File: src/rtl/core/srtc_pkg.sv
// ----------------------------------------------------------------------------
// srtc_pkg
// Shared types and constants of the stepper ramp and traverse controller.
// ----------------------------------------------------------------------------
`default_nettype none

package srtc_pkg;

  localparam int unsigned CFG_AW     = 5;
  localparam int unsigned CFG_DW     = 32;
  localparam int unsigned IN_DW      = 24;
  localparam int unsigned OUT_DW     = 80;

  localparam int unsigned DIV_W      = 20;
  localparam int unsigned DVS_W      = 16;
  localparam int unsigned DIV_STEPS  = DIV_W;
  localparam int unsigned DIV_CNT_W  = $clog2(DIV_STEPS);

  localparam logic [DIV_W-1:0] PERIOD_NUM = 20'd1000000;
  localparam logic [15:0]      MIN_MAG    = 16'd16;
  localparam logic [15:0]      MOVE_MAG   = 16'd15;
  localparam logic [15:0]      POS_SPOOL  = 16'd2;

  localparam logic [7:0]  RST_HOLDING = 8'd0;
  localparam logic [7:0]  RST_MIN     = 8'd127;
  localparam logic [7:0]  RST_MAX     = 8'd255;
  localparam logic [7:0]  RST_DIV     = 8'd255;
  localparam logic [7:0]  RST_ACCEL   = 8'd8;
  localparam logic [15:0] RST_LOW     = 16'd200;
  localparam logic [15:0] RST_HIGH    = 16'd1000;
  localparam logic [15:0] RST_SPP     = 16'd0;

  typedef enum logic [1:0] {
    K_TICK   = 2'd0,
    K_STEP   = 2'd1,
    K_TARGET = 2'd2,
    K_RESET  = 2'd3
  } kind_t;

  typedef enum logic [1:0] {
    PH_LOW  = 2'd0,
    PH_HIGH = 2'd1,
    PH_HOME = 2'd2
  } phase_t;

  typedef enum logic [2:0] {
    R_HOLDING = 3'd0,
    R_MIN     = 3'd1,
    R_MAX     = 3'd2,
    R_DIV     = 3'd3,
    R_ACCEL   = 3'd4,
    R_LOW     = 3'd5,
    R_HIGH    = 3'd6,
    R_SPP     = 3'd7
  } reg_idx_t;

  typedef struct packed {
    logic [7:0]  holding_torque;
    logic [7:0]  min_torque;
    logic [7:0]  max_torque;
    logic [7:0]  torque_divisor;
    logic [7:0]  accel_step;
    logic [15:0] low_position;
    logic [15:0] high_position;
    logic [15:0] steps_per_position;
  } cfg_t;

endpackage

`default_nettype wire

File: src/rtl/core/stepper_ramp_traverse_controller_core.sv
// ----------------------------------------------------------------------------
// stepper_ramp_traverse_controller_core
// Stepper speed ramp with homing, traverse reversal and torque selection.
//
// The input stream carries one event per item: tuser holds the kind
// (acceleration tick, step event, new target, reset command) and tdata the
// home switch level and the signed target speed. Every item yields exactly
// one result item on the output stream with the speed, step period,
// direction, torque, driver write flags, position, phase and target.
// An item passes from acceptance to a valid result through the position,
// limit and ramp states of state update, a start state, the bit-serial
// dividers that form the step period and the dynamic torque (20 quotient bits
// and a done flag), a torque state and an output state. Only one item is in
// flight: a new item is taken only once the last has left the output state.
// The result sits in an output register; the next item is accepted while it
// waits, and that item then holds in its output state until the slot is free.
// Synchronous reset restores the register defaults, clears speed, target,
// counters and torque, and puts the traverse in the seeking home phase.
// ----------------------------------------------------------------------------
`default_nettype none

module stepper_ramp_traverse_controller_core (
  input  logic                         clk,
  input  logic                         rst_n,
  input  logic                         in_tvalid,
  output logic                         in_tready,
  // [0] home_closed, [16:1] new_target, [23:17] zero
  input  logic [srtc_pkg::IN_DW-1:0]   in_tdata,
  // [1:0] kind
  input  logic [1:0]                   in_tuser,
  output logic                         out_tvalid,
  input  logic                         out_tready,
  // [15:0] motor_speed, [31:16] step_period, [32] direction, [40:33] torque,
  // [41] torque_write, [42] control_write, [58:43] position_count,
  // [60:59] homing_phase, [61] step_pulse, [77:62] target_speed, [79:78] zero
  output logic [srtc_pkg::OUT_DW-1:0]  out_tdata,
  input  logic                         cfg_psel,
  input  logic                         cfg_penable,
  input  logic                         cfg_pwrite,
  input  logic [srtc_pkg::CFG_AW-1:0]  cfg_paddr,
  input  logic [srtc_pkg::CFG_DW-1:0]  cfg_pwdata,
  output logic [srtc_pkg::CFG_DW-1:0]  cfg_prdata,
  output logic                         cfg_pready
);
  import srtc_pkg::*;

  typedef enum logic [2:0] {
    S_IDLE, S_POS, S_LIMIT, S_RAMP, S_START, S_DIV, S_TORQ, S_OUT
  } state_t;

  function automatic logic [15:0] mag16(input logic signed [15:0] v);
    mag16 = v[15] ? 16'(-v) : 16'(v);
  endfunction

  function automatic logic signed [15:0] neg16(input logic signed [15:0] v);
    neg16 = (v == -16'sd32768) ? 16'sd32767 : -v;
  endfunction

  cfg_t cfg;

  state_t              state_r, state_nxt;
  kind_t               kind_r, kind_nxt;
  logic                home_r, home_nxt;
  logic signed [15:0]  tgt_r, tgt_nxt;
  logic signed [15:0]  speed_r, speed_nxt;
  logic signed [15:0]  goal_r, goal_nxt;
  logic [15:0]         step_r, step_nxt;
  logic [15:0]         pos_r, pos_nxt;
  phase_t              phase_r, phase_nxt;
  logic [7:0]          torque_r, torque_nxt;
  logic [7:0]          tlast_r, tlast_nxt;
  logic                lim_r, lim_nxt;
  logic                chg_r, chg_nxt;
  logic                tw_r, tw_nxt;
  logic                cw_r, cw_nxt;
  logic                pulse_r, pulse_nxt;
  logic                out_valid_r, out_valid_nxt;
  logic [OUT_DW-1:0]   out_data_r, out_data_nxt;

  logic                div_start;
  logic                per_done;
  logic                tq_done;
  logic [DIV_W-1:0]    per_q;
  logic [DIV_W-1:0]    tq_q;
  logic [15:0]         speed_mag;
  logic [15:0]         per_dvs;
  logic signed [16:0]  gap;
  logic [16:0]         gap_mag;
  logic [DIV_W:0]      tq_sum;
  logic [7:0]          tq_new;

  srtc_regs u_regs (
    .clk     (clk),
    .rst_n   (rst_n),
    .psel    (cfg_psel),
    .penable (cfg_penable),
    .pwrite  (cfg_pwrite),
    .paddr   (cfg_paddr),
    .pwdata  (cfg_pwdata),
    .prdata  (cfg_prdata),
    .cfg     (cfg)
  );

  assign speed_mag = mag16(speed_r);
  assign per_dvs   = (speed_mag < MIN_MAG) ? MIN_MAG : speed_mag;

  srtc_div u_per_div (
    .clk      (clk),
    .rst_n    (rst_n),
    .start    (div_start),
    .dividend (PERIOD_NUM),
    .divisor  (per_dvs),
    .done     (per_done),
    .quotient (per_q)
  );

  srtc_div u_tq_div (
    .clk      (clk),
    .rst_n    (rst_n),
    .start    (div_start),
    .dividend ({{(DIV_W-16){1'b0}}, speed_mag}),
    .divisor  ({8'd0, cfg.torque_divisor}),
    .done     (tq_done),
    .quotient (tq_q)
  );

  assign gap     = {goal_r[15], goal_r} - {speed_r[15], speed_r};
  assign gap_mag = gap[16] ? 17'(-gap) : 17'(gap);
  assign tq_sum  = {1'b0, tq_q} + {{(DIV_W-7){1'b0}}, cfg.min_torque};

  always_comb begin
    if (speed_mag <= MIN_MAG) begin
      tq_new = cfg.holding_torque;
    end else if (cfg.torque_divisor == 8'd0) begin
      tq_new = cfg.max_torque;
    end else if (tq_sum > {{(DIV_W-7){1'b0}}, cfg.max_torque}) begin
      tq_new = cfg.max_torque;
    end else begin
      tq_new = tq_sum[7:0];
    end
  end

  always_comb begin
    state_nxt     = state_r;
    kind_nxt      = kind_r;
    home_nxt      = home_r;
    tgt_nxt       = tgt_r;
    speed_nxt     = speed_r;
    goal_nxt      = goal_r;
    step_nxt      = step_r;
    pos_nxt       = pos_r;
    phase_nxt     = phase_r;
    torque_nxt    = torque_r;
    tlast_nxt     = tlast_r;
    lim_nxt       = lim_r;
    chg_nxt       = chg_r;
    tw_nxt        = tw_r;
    cw_nxt        = cw_r;
    pulse_nxt     = pulse_r;
    out_valid_nxt = out_valid_r;
    out_data_nxt  = out_data_r;
    div_start     = 1'b0;

    if (out_valid_r && out_tready) begin
      out_valid_nxt = 1'b0;
    end

    case (state_r)
      S_IDLE: begin
        if (in_tvalid) begin
          kind_nxt  = kind_t'(in_tuser);
          home_nxt  = in_tdata[0];
          tgt_nxt   = in_tdata[16:1];
          lim_nxt   = 1'b0;
          chg_nxt   = 1'b0;
          tw_nxt    = 1'b0;
          cw_nxt    = 1'b0;
          pulse_nxt = 1'b0;
          state_nxt = S_POS;
        end
      end
      S_POS: begin
        case (kind_r)
          K_TICK: begin
            if (cfg.steps_per_position == 16'd0) begin
              if (home_r) begin
                if (pos_r == 16'd0) begin
                  pos_nxt = POS_SPOOL;
                end
              end else begin
                pos_nxt = 16'd0;
              end
            end else if (phase_r == PH_HOME) begin
              if (home_r && (mag16(goal_r) > MOVE_MAG)) begin
                phase_nxt = PH_HIGH;
                step_nxt  = 16'd0;
                pos_nxt   = 16'd0;
                goal_nxt  = neg16(goal_r);
              end
            end else begin
              lim_nxt = 1'b1;
              if (step_r > cfg.steps_per_position) begin
                step_nxt = 16'd0;
                if (!goal_r[15] && (goal_r != 16'sd0)) begin
                  pos_nxt = pos_r + 16'd1;
                end else if (goal_r[15] && (pos_r != 16'd0)) begin
                  pos_nxt = pos_r - 16'd1;
                end
              end
            end
          end
          K_STEP: begin
            if (speed_mag > MOVE_MAG) begin
              pulse_nxt = 1'b1;
              step_nxt  = step_r + 16'd1;
            end
          end
          K_TARGET: begin
            goal_nxt = tgt_r;
          end
          K_RESET: begin
            goal_nxt   = 16'sd0;
            speed_nxt  = 16'sd0;
            torque_nxt = cfg.holding_torque;
            cw_nxt     = 1'b1;
            if (cfg.steps_per_position != 16'd0) begin
              step_nxt  = 16'd0;
              pos_nxt   = 16'd0;
              phase_nxt = PH_HOME;
            end
          end
          default: begin
            goal_nxt = goal_r;
          end
        endcase
        state_nxt = S_LIMIT;
      end
      S_LIMIT: begin
        if (lim_r) begin
          if ((phase_r == PH_HIGH) && (pos_r > cfg.high_position)) begin
            phase_nxt = PH_LOW;
            goal_nxt  = neg16(goal_r);
          end else if ((phase_r == PH_LOW) && (pos_r < cfg.low_position)) begin
            phase_nxt = PH_HIGH;
            goal_nxt  = neg16(goal_r);
          end
        end
        state_nxt = S_RAMP;
      end
      S_RAMP: begin
        if ((kind_r == K_TICK) && (gap != 17'sd0) && (cfg.accel_step != 8'd0)) begin
          chg_nxt = 1'b1;
          if (gap_mag <= {9'd0, cfg.accel_step}) begin
            speed_nxt = goal_r;
          end else if (gap[16]) begin
            speed_nxt = speed_r - $signed({8'd0, cfg.accel_step});
          end else begin
            speed_nxt = speed_r + $signed({8'd0, cfg.accel_step});
          end
        end
        state_nxt = S_START;
      end
      S_START: begin
        div_start = 1'b1;
        state_nxt = S_DIV;
      end
      S_DIV: begin
        if (per_done) begin
          state_nxt = S_TORQ;
        end
      end
      S_TORQ: begin
        if (chg_r) begin
          torque_nxt = tq_new;
          if (tq_new != tlast_r) begin
            if ((tq_new == 8'd0) || (tlast_r == 8'd0)) begin
              cw_nxt = 1'b1;
            end
            tlast_nxt = tq_new;
            tw_nxt    = 1'b1;
          end
        end
        state_nxt = S_OUT;
      end
      S_OUT: begin
        if (!out_valid_r || out_tready) begin
          out_data_nxt = {2'b00, goal_r, pulse_r, phase_r, pos_r, cw_r, tw_r,
                          torque_r, (!speed_r[15] && (speed_r != 16'sd0)),
                          per_q[15:0], speed_r};
          out_valid_nxt = 1'b1;
          state_nxt     = S_IDLE;
        end
      end
      default: begin
        state_nxt = S_IDLE;
      end
    endcase
  end

  always_ff @(posedge clk) begin
    if (!rst_n) begin
      state_r     <= S_IDLE;
      speed_r     <= 16'sd0;
      goal_r      <= 16'sd0;
      step_r      <= 16'd0;
      pos_r       <= 16'd0;
      phase_r     <= PH_HOME;
      torque_r    <= 8'd0;
      tlast_r     <= 8'd1;
      lim_r       <= 1'b0;
      chg_r       <= 1'b0;
      tw_r        <= 1'b0;
      cw_r        <= 1'b0;
      pulse_r     <= 1'b0;
      out_valid_r <= 1'b0;
    end else begin
      state_r     <= state_nxt;
      speed_r     <= speed_nxt;
      goal_r      <= goal_nxt;
      step_r      <= step_nxt;
      pos_r       <= pos_nxt;
      phase_r     <= phase_nxt;
      torque_r    <= torque_nxt;
      tlast_r     <= tlast_nxt;
      lim_r       <= lim_nxt;
      chg_r       <= chg_nxt;
      tw_r        <= tw_nxt;
      cw_r        <= cw_nxt;
      pulse_r     <= pulse_nxt;
      out_valid_r <= out_valid_nxt;
      kind_r      <= kind_nxt;
      home_r      <= home_nxt;
      tgt_r       <= tgt_nxt;
      out_data_r  <= out_data_nxt;
    end
  end

  assign in_tready  = (state_r == S_IDLE);
  assign out_tvalid = out_valid_r;
  assign out_tdata  = out_data_r;
  assign cfg_pready = 1'b1;

  a_one_item: assert property (@(posedge clk) disable iff (!rst_n)
    in_tvalid && in_tready |=> !in_tready)
    else $error("second item accepted while one is in flight");

  a_div_sync: assert property (@(posedge clk) disable iff (!rst_n)
    (per_done || tq_done) |-> (per_done && tq_done && (state_r == S_DIV)))
    else $error("divider finished outside the divide phase");

  a_tw_track: assert property (@(posedge clk) disable iff (!rst_n)
    tw_r |-> (tlast_r == torque_r))
    else $error("torque write flagged without tracking the new torque");

  a_pulse_kind: assert property (@(posedge clk) disable iff (!rst_n)
    pulse_r |-> (kind_r == K_STEP))
    else $error("step pulse raised for an item that is not a step event");

endmodule

`default_nettype wire

File: src/rtl/core/srtc_div.sv
// ----------------------------------------------------------------------------
// srtc_div
// Bit-serial restoring divider, one quotient bit per cycle.
// ----------------------------------------------------------------------------
`default_nettype none

module srtc_div (
  input  logic                        clk,
  input  logic                        rst_n,
  input  logic                        start,
  input  logic [srtc_pkg::DIV_W-1:0]  dividend,
  input  logic [srtc_pkg::DVS_W-1:0]  divisor,
  output logic                        done,
  output logic [srtc_pkg::DIV_W-1:0]  quotient
);
  import srtc_pkg::*;

  logic [DIV_W-1:0]     quo_r, quo_nxt;
  logic [DVS_W-1:0]     rem_r, rem_nxt;
  logic [DVS_W-1:0]     dvs_r, dvs_nxt;
  logic [DIV_CNT_W-1:0] cnt_r, cnt_nxt;
  logic                 busy_r, busy_nxt;
  logic                 done_r, done_nxt;
  logic [DVS_W:0]       trial;
  logic [DVS_W:0]       diff;
  logic                 ge;

  assign trial = {rem_r, quo_r[DIV_W-1]};
  assign diff  = trial - {1'b0, dvs_r};
  assign ge    = trial >= {1'b0, dvs_r};

  always_comb begin
    quo_nxt  = quo_r;
    rem_nxt  = rem_r;
    dvs_nxt  = dvs_r;
    cnt_nxt  = cnt_r;
    busy_nxt = busy_r;
    done_nxt = 1'b0;
    if (start) begin
      quo_nxt  = dividend;
      rem_nxt  = '0;
      dvs_nxt  = divisor;
      cnt_nxt  = '0;
      busy_nxt = 1'b1;
    end else if (busy_r) begin
      quo_nxt = {quo_r[DIV_W-2:0], ge};
      rem_nxt = ge ? diff[DVS_W-1:0] : trial[DVS_W-1:0];
      cnt_nxt = cnt_r + 1'b1;
      if (cnt_r == DIV_CNT_W'(DIV_STEPS - 1)) begin
        busy_nxt = 1'b0;
        done_nxt = 1'b1;
      end
    end
  end

  always_ff @(posedge clk) begin
    if (!rst_n) begin
      busy_r <= 1'b0;
      done_r <= 1'b0;
      cnt_r  <= '0;
    end else begin
      busy_r <= busy_nxt;
      done_r <= done_nxt;
      cnt_r  <= cnt_nxt;
      quo_r  <= quo_nxt;
      rem_r  <= rem_nxt;
      dvs_r  <= dvs_nxt;
    end
  end

  assign done     = done_r;
  assign quotient = quo_r;

endmodule

`default_nettype wire

File: src/rtl/core/srtc_regs.sv
// ----------------------------------------------------------------------------
// srtc_regs
// Configuration register file behind the APB-style port.
// ----------------------------------------------------------------------------
`default_nettype none

module srtc_regs (
  input  logic                         clk,
  input  logic                         rst_n,
  input  logic                         psel,
  input  logic                         penable,
  input  logic                         pwrite,
  input  logic [srtc_pkg::CFG_AW-1:0]  paddr,
  input  logic [srtc_pkg::CFG_DW-1:0]  pwdata,
  output logic [srtc_pkg::CFG_DW-1:0]  prdata,
  output srtc_pkg::cfg_t               cfg
);
  import srtc_pkg::*;

  cfg_t     cfg_r, cfg_nxt;
  reg_idx_t idx;
  logic     wr_en;

  assign idx   = reg_idx_t'(paddr[CFG_AW-1:2]);
  assign wr_en = psel && penable && pwrite;

  always_comb begin
    cfg_nxt = cfg_r;
    if (wr_en) begin
      case (idx)
        R_HOLDING: cfg_nxt.holding_torque     = pwdata[7:0];
        R_MIN:     cfg_nxt.min_torque         = pwdata[7:0];
        R_MAX:     cfg_nxt.max_torque         = pwdata[7:0];
        R_DIV:     cfg_nxt.torque_divisor     = pwdata[7:0];
        R_ACCEL:   cfg_nxt.accel_step         = pwdata[7:0];
        R_LOW:     cfg_nxt.low_position       = pwdata[15:0];
        R_HIGH:    cfg_nxt.high_position      = pwdata[15:0];
        R_SPP:     cfg_nxt.steps_per_position = pwdata[15:0];
        default:   cfg_nxt = cfg_r;
      endcase
    end
  end

  always_comb begin
    case (idx)
      R_HOLDING: prdata = {24'd0, cfg_r.holding_torque};
      R_MIN:     prdata = {24'd0, cfg_r.min_torque};
      R_MAX:     prdata = {24'd0, cfg_r.max_torque};
      R_DIV:     prdata = {24'd0, cfg_r.torque_divisor};
      R_ACCEL:   prdata = {24'd0, cfg_r.accel_step};
      R_LOW:     prdata = {16'd0, cfg_r.low_position};
      R_HIGH:    prdata = {16'd0, cfg_r.high_position};
      R_SPP:     prdata = {16'd0, cfg_r.steps_per_position};
      default:   prdata = '0;
    endcase
  end

  always_ff @(posedge clk) begin
    if (!rst_n) begin
      cfg_r.holding_torque     <= RST_HOLDING;
      cfg_r.min_torque         <= RST_MIN;
      cfg_r.max_torque         <= RST_MAX;
      cfg_r.torque_divisor     <= RST_DIV;
      cfg_r.accel_step         <= RST_ACCEL;
      cfg_r.low_position       <= RST_LOW;
      cfg_r.high_position      <= RST_HIGH;
      cfg_r.steps_per_position <= RST_SPP;
    end else begin
      cfg_r <= cfg_nxt;
    end
  end

  assign cfg = cfg_r;

endmodule

`default_nettype wire

File: config.mk
export PLATFORM = sky130hd
export DESIGN_NAME = stepper_ramp_traverse_controller_core
export DESIGN_NICKNAME = d
export VERILOG_FILES = /design/src/rtl/core/srtc_pkg.sv /design/src/rtl/core/stepper_ramp_traverse_controller_core.sv /design/src/rtl/core/srtc_div.sv /design/src/rtl/core/srtc_regs.sv
export SDC_FILE = /design/constraint.sdc
export NUM_CORES = 1
export LEC_CHECK = 0
export BUFFER_PORTS_ARGS = -buffer_cell sky130_fd_sc_hd__buf_2
export CAP_MARGIN = 0
export CORE_AREA = 2 2 233 235
export CTS_CLUSTER_DIAMETER = 100
export DETAILED_ROUTE_END_ITERATION = 6
export DIE_AREA = 0 0 235 237
export PLACE_DENSITY = 0.62
export RECOVER_POWER = 100
export REMOVE_ABC_BUFFERS = 1
export SYNTH_ARGS = -nofsm -noshare
export SYNTH_HDL_FRONTEND = slang
export SYNTH_SLANG_ARGS = --single-unit
export TNS_END_PERCENT = 1
File: constraint.sdc
create_clock -name clk -period 17.2 [get_ports clk]
set_input_delay 3.44 -clock clk [delete_from_list [all_inputs] [get_ports clk]]
set_output_delay 3.44 -clock clk [all_outputs]
set_load 0.1 [all_outputs]
### Word-level counts from Yosys, hierarchy flattened

Index checks and enable logic that the tools add are counted.

| operators by class | value |
|---|---|
| add/subtract/negate cells | 14 |
| multipliers | 0 |
| divide/modulo/power cells | 0 |
| order comparisons | 11 |
| equal/unequal tests | 53 |
| shifts and indexed selects | 0 |
| muxes and demuxes | 88 |
| bitwise operators | 2 |
| reductions and logical operators | 70 |

Operators by type and width:

| operator | count |
|---|---|
| 16-bit two-way mux | 31 |
| 32-bit one-hot mux with 8 select lines | 1 |
| 16-bit one-hot mux with 2 select lines | 3 |
| 16-bit one-hot mux with 3 select lines | 2 |
| 16-bit nonzero test | 4 |
| 20-bit two-way mux | 2 |
| 8-bit two-way mux | 5 |
| 16-bit by 1-bit adder with 16-bit output, second input constant | 2 |
| 16-bit greater-than comparator | 2 |
| 16-bit by 4-bit greater-than comparator with 1-bit output, second input constant | 2 |
| 16-bit logical NOT | 2 |
| 16-bit negation | 2 |
| 2-bit inequality test, second input constant | 15 |
| 3-bit == test, second input constant | 8 |
| 8-bit logical NOT | 3 |
| 1-bit two-way mux | 24 |
| 3-bit inequality test, second input constant | 8 |
| 3-bit one-hot mux with 8 select lines | 1 |
| 2-bit AND reduction | 11 |
| 20-bit by 8-bit adder with 21-bit output | 1 |
| 21-bit by 8-bit greater-than comparator with 1-bit output | 1 |
| 3-bit AND reduction | 7 |
| 7-bit AND reduction | 3 |
| 2-bit nonzero test | 9 |
| 47 further kinds | 89 |

| word-level totals | value |
|---|---|
| flip-flop bits (word level) | 385 |
| bits in latches | 0 |
| RAM bits | 0 |
| bits in read-only memories | 0 |
| bits of input ports | 70 |
| output and inout bits | 115 |
| memories | 0 |

### Longest topological paths before layout

| depth | value |
|---|---|
| depth in word-level cells | 11 |
| gate-level depth with buffers | 26 |

### Cells and area by module

From an unflattened synthesis, not the netlist that was laid out.

| second synthesis, totals | value |
|---|---|
| cell total of the unflattened synthesis | 2624 |
| area total of the unflattened synthesis | 24482.2 µm² |

By module, submodules not included:

| module | times used | cells each | area each (µm²) | sequential area each (µm²) |
|---|---|---|---|---|
| stepper_ramp_traverse_controller_core | 1 | 1573 | 13882.1 | 4734.5 |
| srtc_div | 2 | 270 | 3203.1 | 1701.6 |
| srtc_regs | 1 | 511 | 4194.0 | 1761.7 |

### Worst setup path after synthesis

Ideal clock, no wire load.

| path | value |
|---|---|
| path kind | input to output |
| start | input port cfg_paddr[3] in the netlist's numbering |
| end | output port cfg_prdata[2] in the netlist's numbering |
| arrival time | 6.362 ns |
| setup slack | 7.398 ns |
| stages | 7 |
| path buffers | 2 |
| cell sequence | clkbuf_1 -> buf_1 -> a21oi_1 -> a21oi_1 -> o21ai_0 -> a21oi_1 -> o21ai_0 |

| between the ends | value |
|---|---|
| word-level cells in the longest chain between the ends | 2 |

Ends and longest elaborated chain:

| element | line | source |
|---|---|---|
| start: declaration | stepper_ramp_traverse_controller_core.sv:40 | `input logic [srtc_pkg::CFG_AW-1:0] cfg_paddr,` |
| 3-bit == test (tied with other cells) | srtc_regs.sv:45 | `case (idx)` |
| 32-bit one-hot mux with 8 select lines (*) | srtc_regs.sv:45 |  |
| end: declaration | stepper_ramp_traverse_controller_core.sv:42 | `output logic [srtc_pkg::CFG_DW-1:0] cfg_prdata,` |

Every way passes the cells marked *; elsewhere a longest branch is shown, timed or not. The select of a mux whose other input is x is not followed.

### Final worst setup path

| path | value |
|---|---|
| start | input port cfg_paddr[2] in the netlist's numbering |
| end | output port cfg_prdata[7] in the netlist's numbering |

The elaborated chain is that of the path after synthesis.

==> impl_metrics.tcl <==
set metrics [dict create \
    run_status "finished, violations left" \
    failed_checks "max-capacitance violations, max-slew violations" \
    slew-limit-headroom_pct -92.8 \
    cts.sink_count 385 \
    design.portCount 185 \
    die_h_um 237 \
    drcViolationCount 0 \
    critical_path.endpoint_type "output pin" \
    floorplan.die.width_um 235 \
    antenna_cells 0 \
    row_count 85 \
    synth_cells 2667 \
    power-per-cell-area_nw_per_um2 110 \
    drt_first_pass_iters 7 \
    global_route.usage.total_pct 23.6 \
    worstPathRequired_ps 13760 \
    clock.fmax_mhz 90.8 \
    min-delay-path-class "reg -> reg" \
    starting_density_of_the_core_pct 44.3 \
    yosys_warnings 0 \
    initialDrtViolationCount 1491 \
    grt_start_max_net_pins 51 \
    ys_types 82 \
    tritoncts "done" \
    setup_violations 0 \
    synth_top_cells_by_area "edfxtp_1 (25%), dfxtp_1 (16%), ha_1 (8.2%)" \
    buffer_ports.inserted 140 \
    gp_congestion 0.919 \
    setup_tns_ps 0 \
    crit_path_start_kind "input port" \
    clock_insertion_delay_worst_skew_ps 590 \
    viasPerCell 5.79 \
    unrepaired_setup_endpoints_after_global_routing "no" \
    worst_hold_path.num_cells 0 \
    dominantRegCellSynth "edfxtp_1" \
    worst-slew-pin-transition_ps 2880 \
    postSynth.asyncResetShare_pct 0 \
    wire_per_inst_um 19.4 \
    ctsResizeCount 0 \
    count_of_flip_flops_with_a_built_in_enable_after_synthesis 193 \
    synth.avg_cell_area_um2 8.86 \
    cellLeakagePower_uw 0.0102 \
    path_class "in -> out" \
    postCtsSetupBuffers 0 \
    max_cap_violations 11 \
    clock_pin_slew_of_the_registers_on_the_worst_case_setup_and_hold_paths_ps 60 \
    via_count_of_the_first_global_routing_pass 19100 \
    areaGrowthSynthToFinish_pct 10.9 \
    htree_num_levels 2 \
    antenna_found_initial 0 \
    depth_of_the_worst_register_to_register_path 19 \
    shortest_period_the_worst_path_allows_ps 11010 \
    synthesis.area_um2 23600 \
    fin_crit_share_pct 64.0 \
    ir_drop_mv 0.0739 \
    core-area_um2 53300 \
    hold_buffers 0 \
    antenna_violating_nets_post_route 0 \
    dp_hpwl_um 49800 \
    timing.final.max_slew_violations 428 \
    vias 20200 \
    critPathArrivalTime_ps 7570 \
    postLayoutCellArea_um2 26200 \
    synth.top_cell.area_share_pct 24.5 \
    yosysTopAreaCell "edfxtp_1" \
    root_buffer "clkbuf_16" \
    fin_skew_ps 22.6 \
    layout.nets 2983 \
    fp.dieArea_um2 55700 \
    tritoncts.num_buffers 45 \
    layout-drive-gt1-share_pct 5.92 \
    route.final.wire_length_um 67600 \
    final-hold-violation-count 0 \
    dpl-instance-area_um2 24800 \
    grt_first_pass_wirelength_um 106000 \
    cts-root-to-sink-buffers 3 \
    crit_fanout 32 \
    synth.yosys.seq_area_share_pct 40.8 \
    ys_seq_elements 385 \
    gr_ovfl_total 0 \
    synth.cells.most_frequent "nand2_1 (293), nor2_1 (267), edfxtp_1 (193), dfxtp_1 (192), inv_1 (186)" \
    yosysMostFrequentCell "nand2_1" \
]
[worst paths after layout]
check,startpoint,end,slack (ps)
min,torque_r[5],out_tdata[38],430
max reg2reg,u_tq_div.quotient[0],tlast_r[1],10550
min reg2reg,torque_r[5],out_tdata[38],430
max,cfg_paddr[2],cfg_prdata[7],6190
[critical path: stages]
cell and delay [ps]:
clkbuf_1 1270, clkinv_1 720, nor2_1 450, a22oi_1 120, o22ai_1 290, o21ai_0 150, a21oi_1 240, clkbuf_1 890
[state kept, by name (all words and copies together), names as in the netlist, 16 cells and up]
register and cells:
u_tq_div.rem_r 16, u_tq_div.quotient 20, step_r 16, u_per_div.quotient 20, u_per_div.dvs_r 16, u_regs.cfg 88
speed_r 16, u_per_div.rem_r 16, tgt_r 16, goal_r 16, out_tdata 78, pos_r 16
[per-stage QoR]
step | hold WS, ps | power [uW] | std cells | setup WS, ps | util [%]
4_1_cts | 432 | 2900 | 3482 | 7680 | 49.6
3_5_place_dp | 416 | 1880 | 3401 | 7690 | 46.6
6_report | 431 | 2880 | 3482 | 6190 | 49.2
2_1_floorplan | 408 | 1670 | 2541 | 7230 | -
3_3_place_gp | 415 | 1860 | 3401 | 7730 | 46.6
5_1_grt | 444 | 3030 | 3482 | 5890 | 49.2
[placed cells by master, fill, tap and decap left out, types with 11 or more instances in the layout]
cell | synthesis | layout
o31ai_1 | 14 | 14
mux2i_1 | 73 | 73
nor2b_1 | 31 | 31
o22ai_1 | 13 | 13
a221oi_1 | 12 | 12
clkbuf_16 | 0 | 49
nand2_1 | 293 | 293
and2_1 | 29 | 20
nor3_1 | 55 | 54
conb_1 | 2 | 19
o21a_1 | 32 | 32
a21oi_1 | 174 | 174
o2111ai_1 | 11 | 11
nand4_1 | 58 | 58
buf_4 | 20 | 11
a211oi_1 | 41 | 40
buf_2 | 3 | 43
and3_1 | 19 | 19
nor2_1 | 267 | 266
xor2_1 | 50 | 50
or2_2 | 11 | 11
xnor2_1 | 68 | 68
a21o_1 | 42 | 42
dfxtp_1 | 192 | 192
edfxtp_1 | 193 | 193
nand3_1 | 70 | 70
o21ai_0 | 102 | 103
or3_1 | 23 | 24
clkbuf_1 | 108 | 115
nand2b_1 | 39 | 39
o311ai_0 | 12 | 12
a31oi_1 | 23 | 23
ha_1 | 155 | 155
o211ai_1 | 41 | 41
or4_1 | 12 | 12
nor4_1 | 35 | 35
inv_1 | 186 | 186
[kinds of logic after synthesis]
family / Yosys count / share of synthesized area, %
adder cells (fa/ha/maj): 161 / 8.72
other: 2 / 0.0318
AO/OA/AOI/OAI: 609 / 17.0
AND/OR/NAND/NOR: 978 / 19.7
multiplexers: 82 / 3.66
buffers and inverters: 332 / 5.67
XOR/XNOR: 118 / 4.37
flip-flops: 385 / 40.8
[cell type report]
type                    count  area, um2
inverters                 189        711
fillers                  5110      27100
clock buffers              60       1330
multi-input cells        1967      12700
repair buffers            164        711
flip-flops and latches    385       9640
clock inverters            21        235
well taps                 696        871
[layer usage]
metal / wire (um) / share of wire, % / GRT usage [%] / up-vias
met2: 31600 / 47 / 39.1 / 567
met1: 30400 / 45 / 31.8 / 9686
li1: - / - / - / 9775
met4: 2110 / 3.1 / 8.48 / 0
met3: 3510 / 5.2 / 3.08 / 125
met5: 0 / 0 / 0 / -
[power breakdown]
part | leakage (uW) | internal (uW) | switching [uW]
clock network | 0.000773 | 604 | 404
registers | 0.00331 | 984 | 27.9
logic | 0.00615 | 322 | 541
Power figures use the tool's default switching activity.
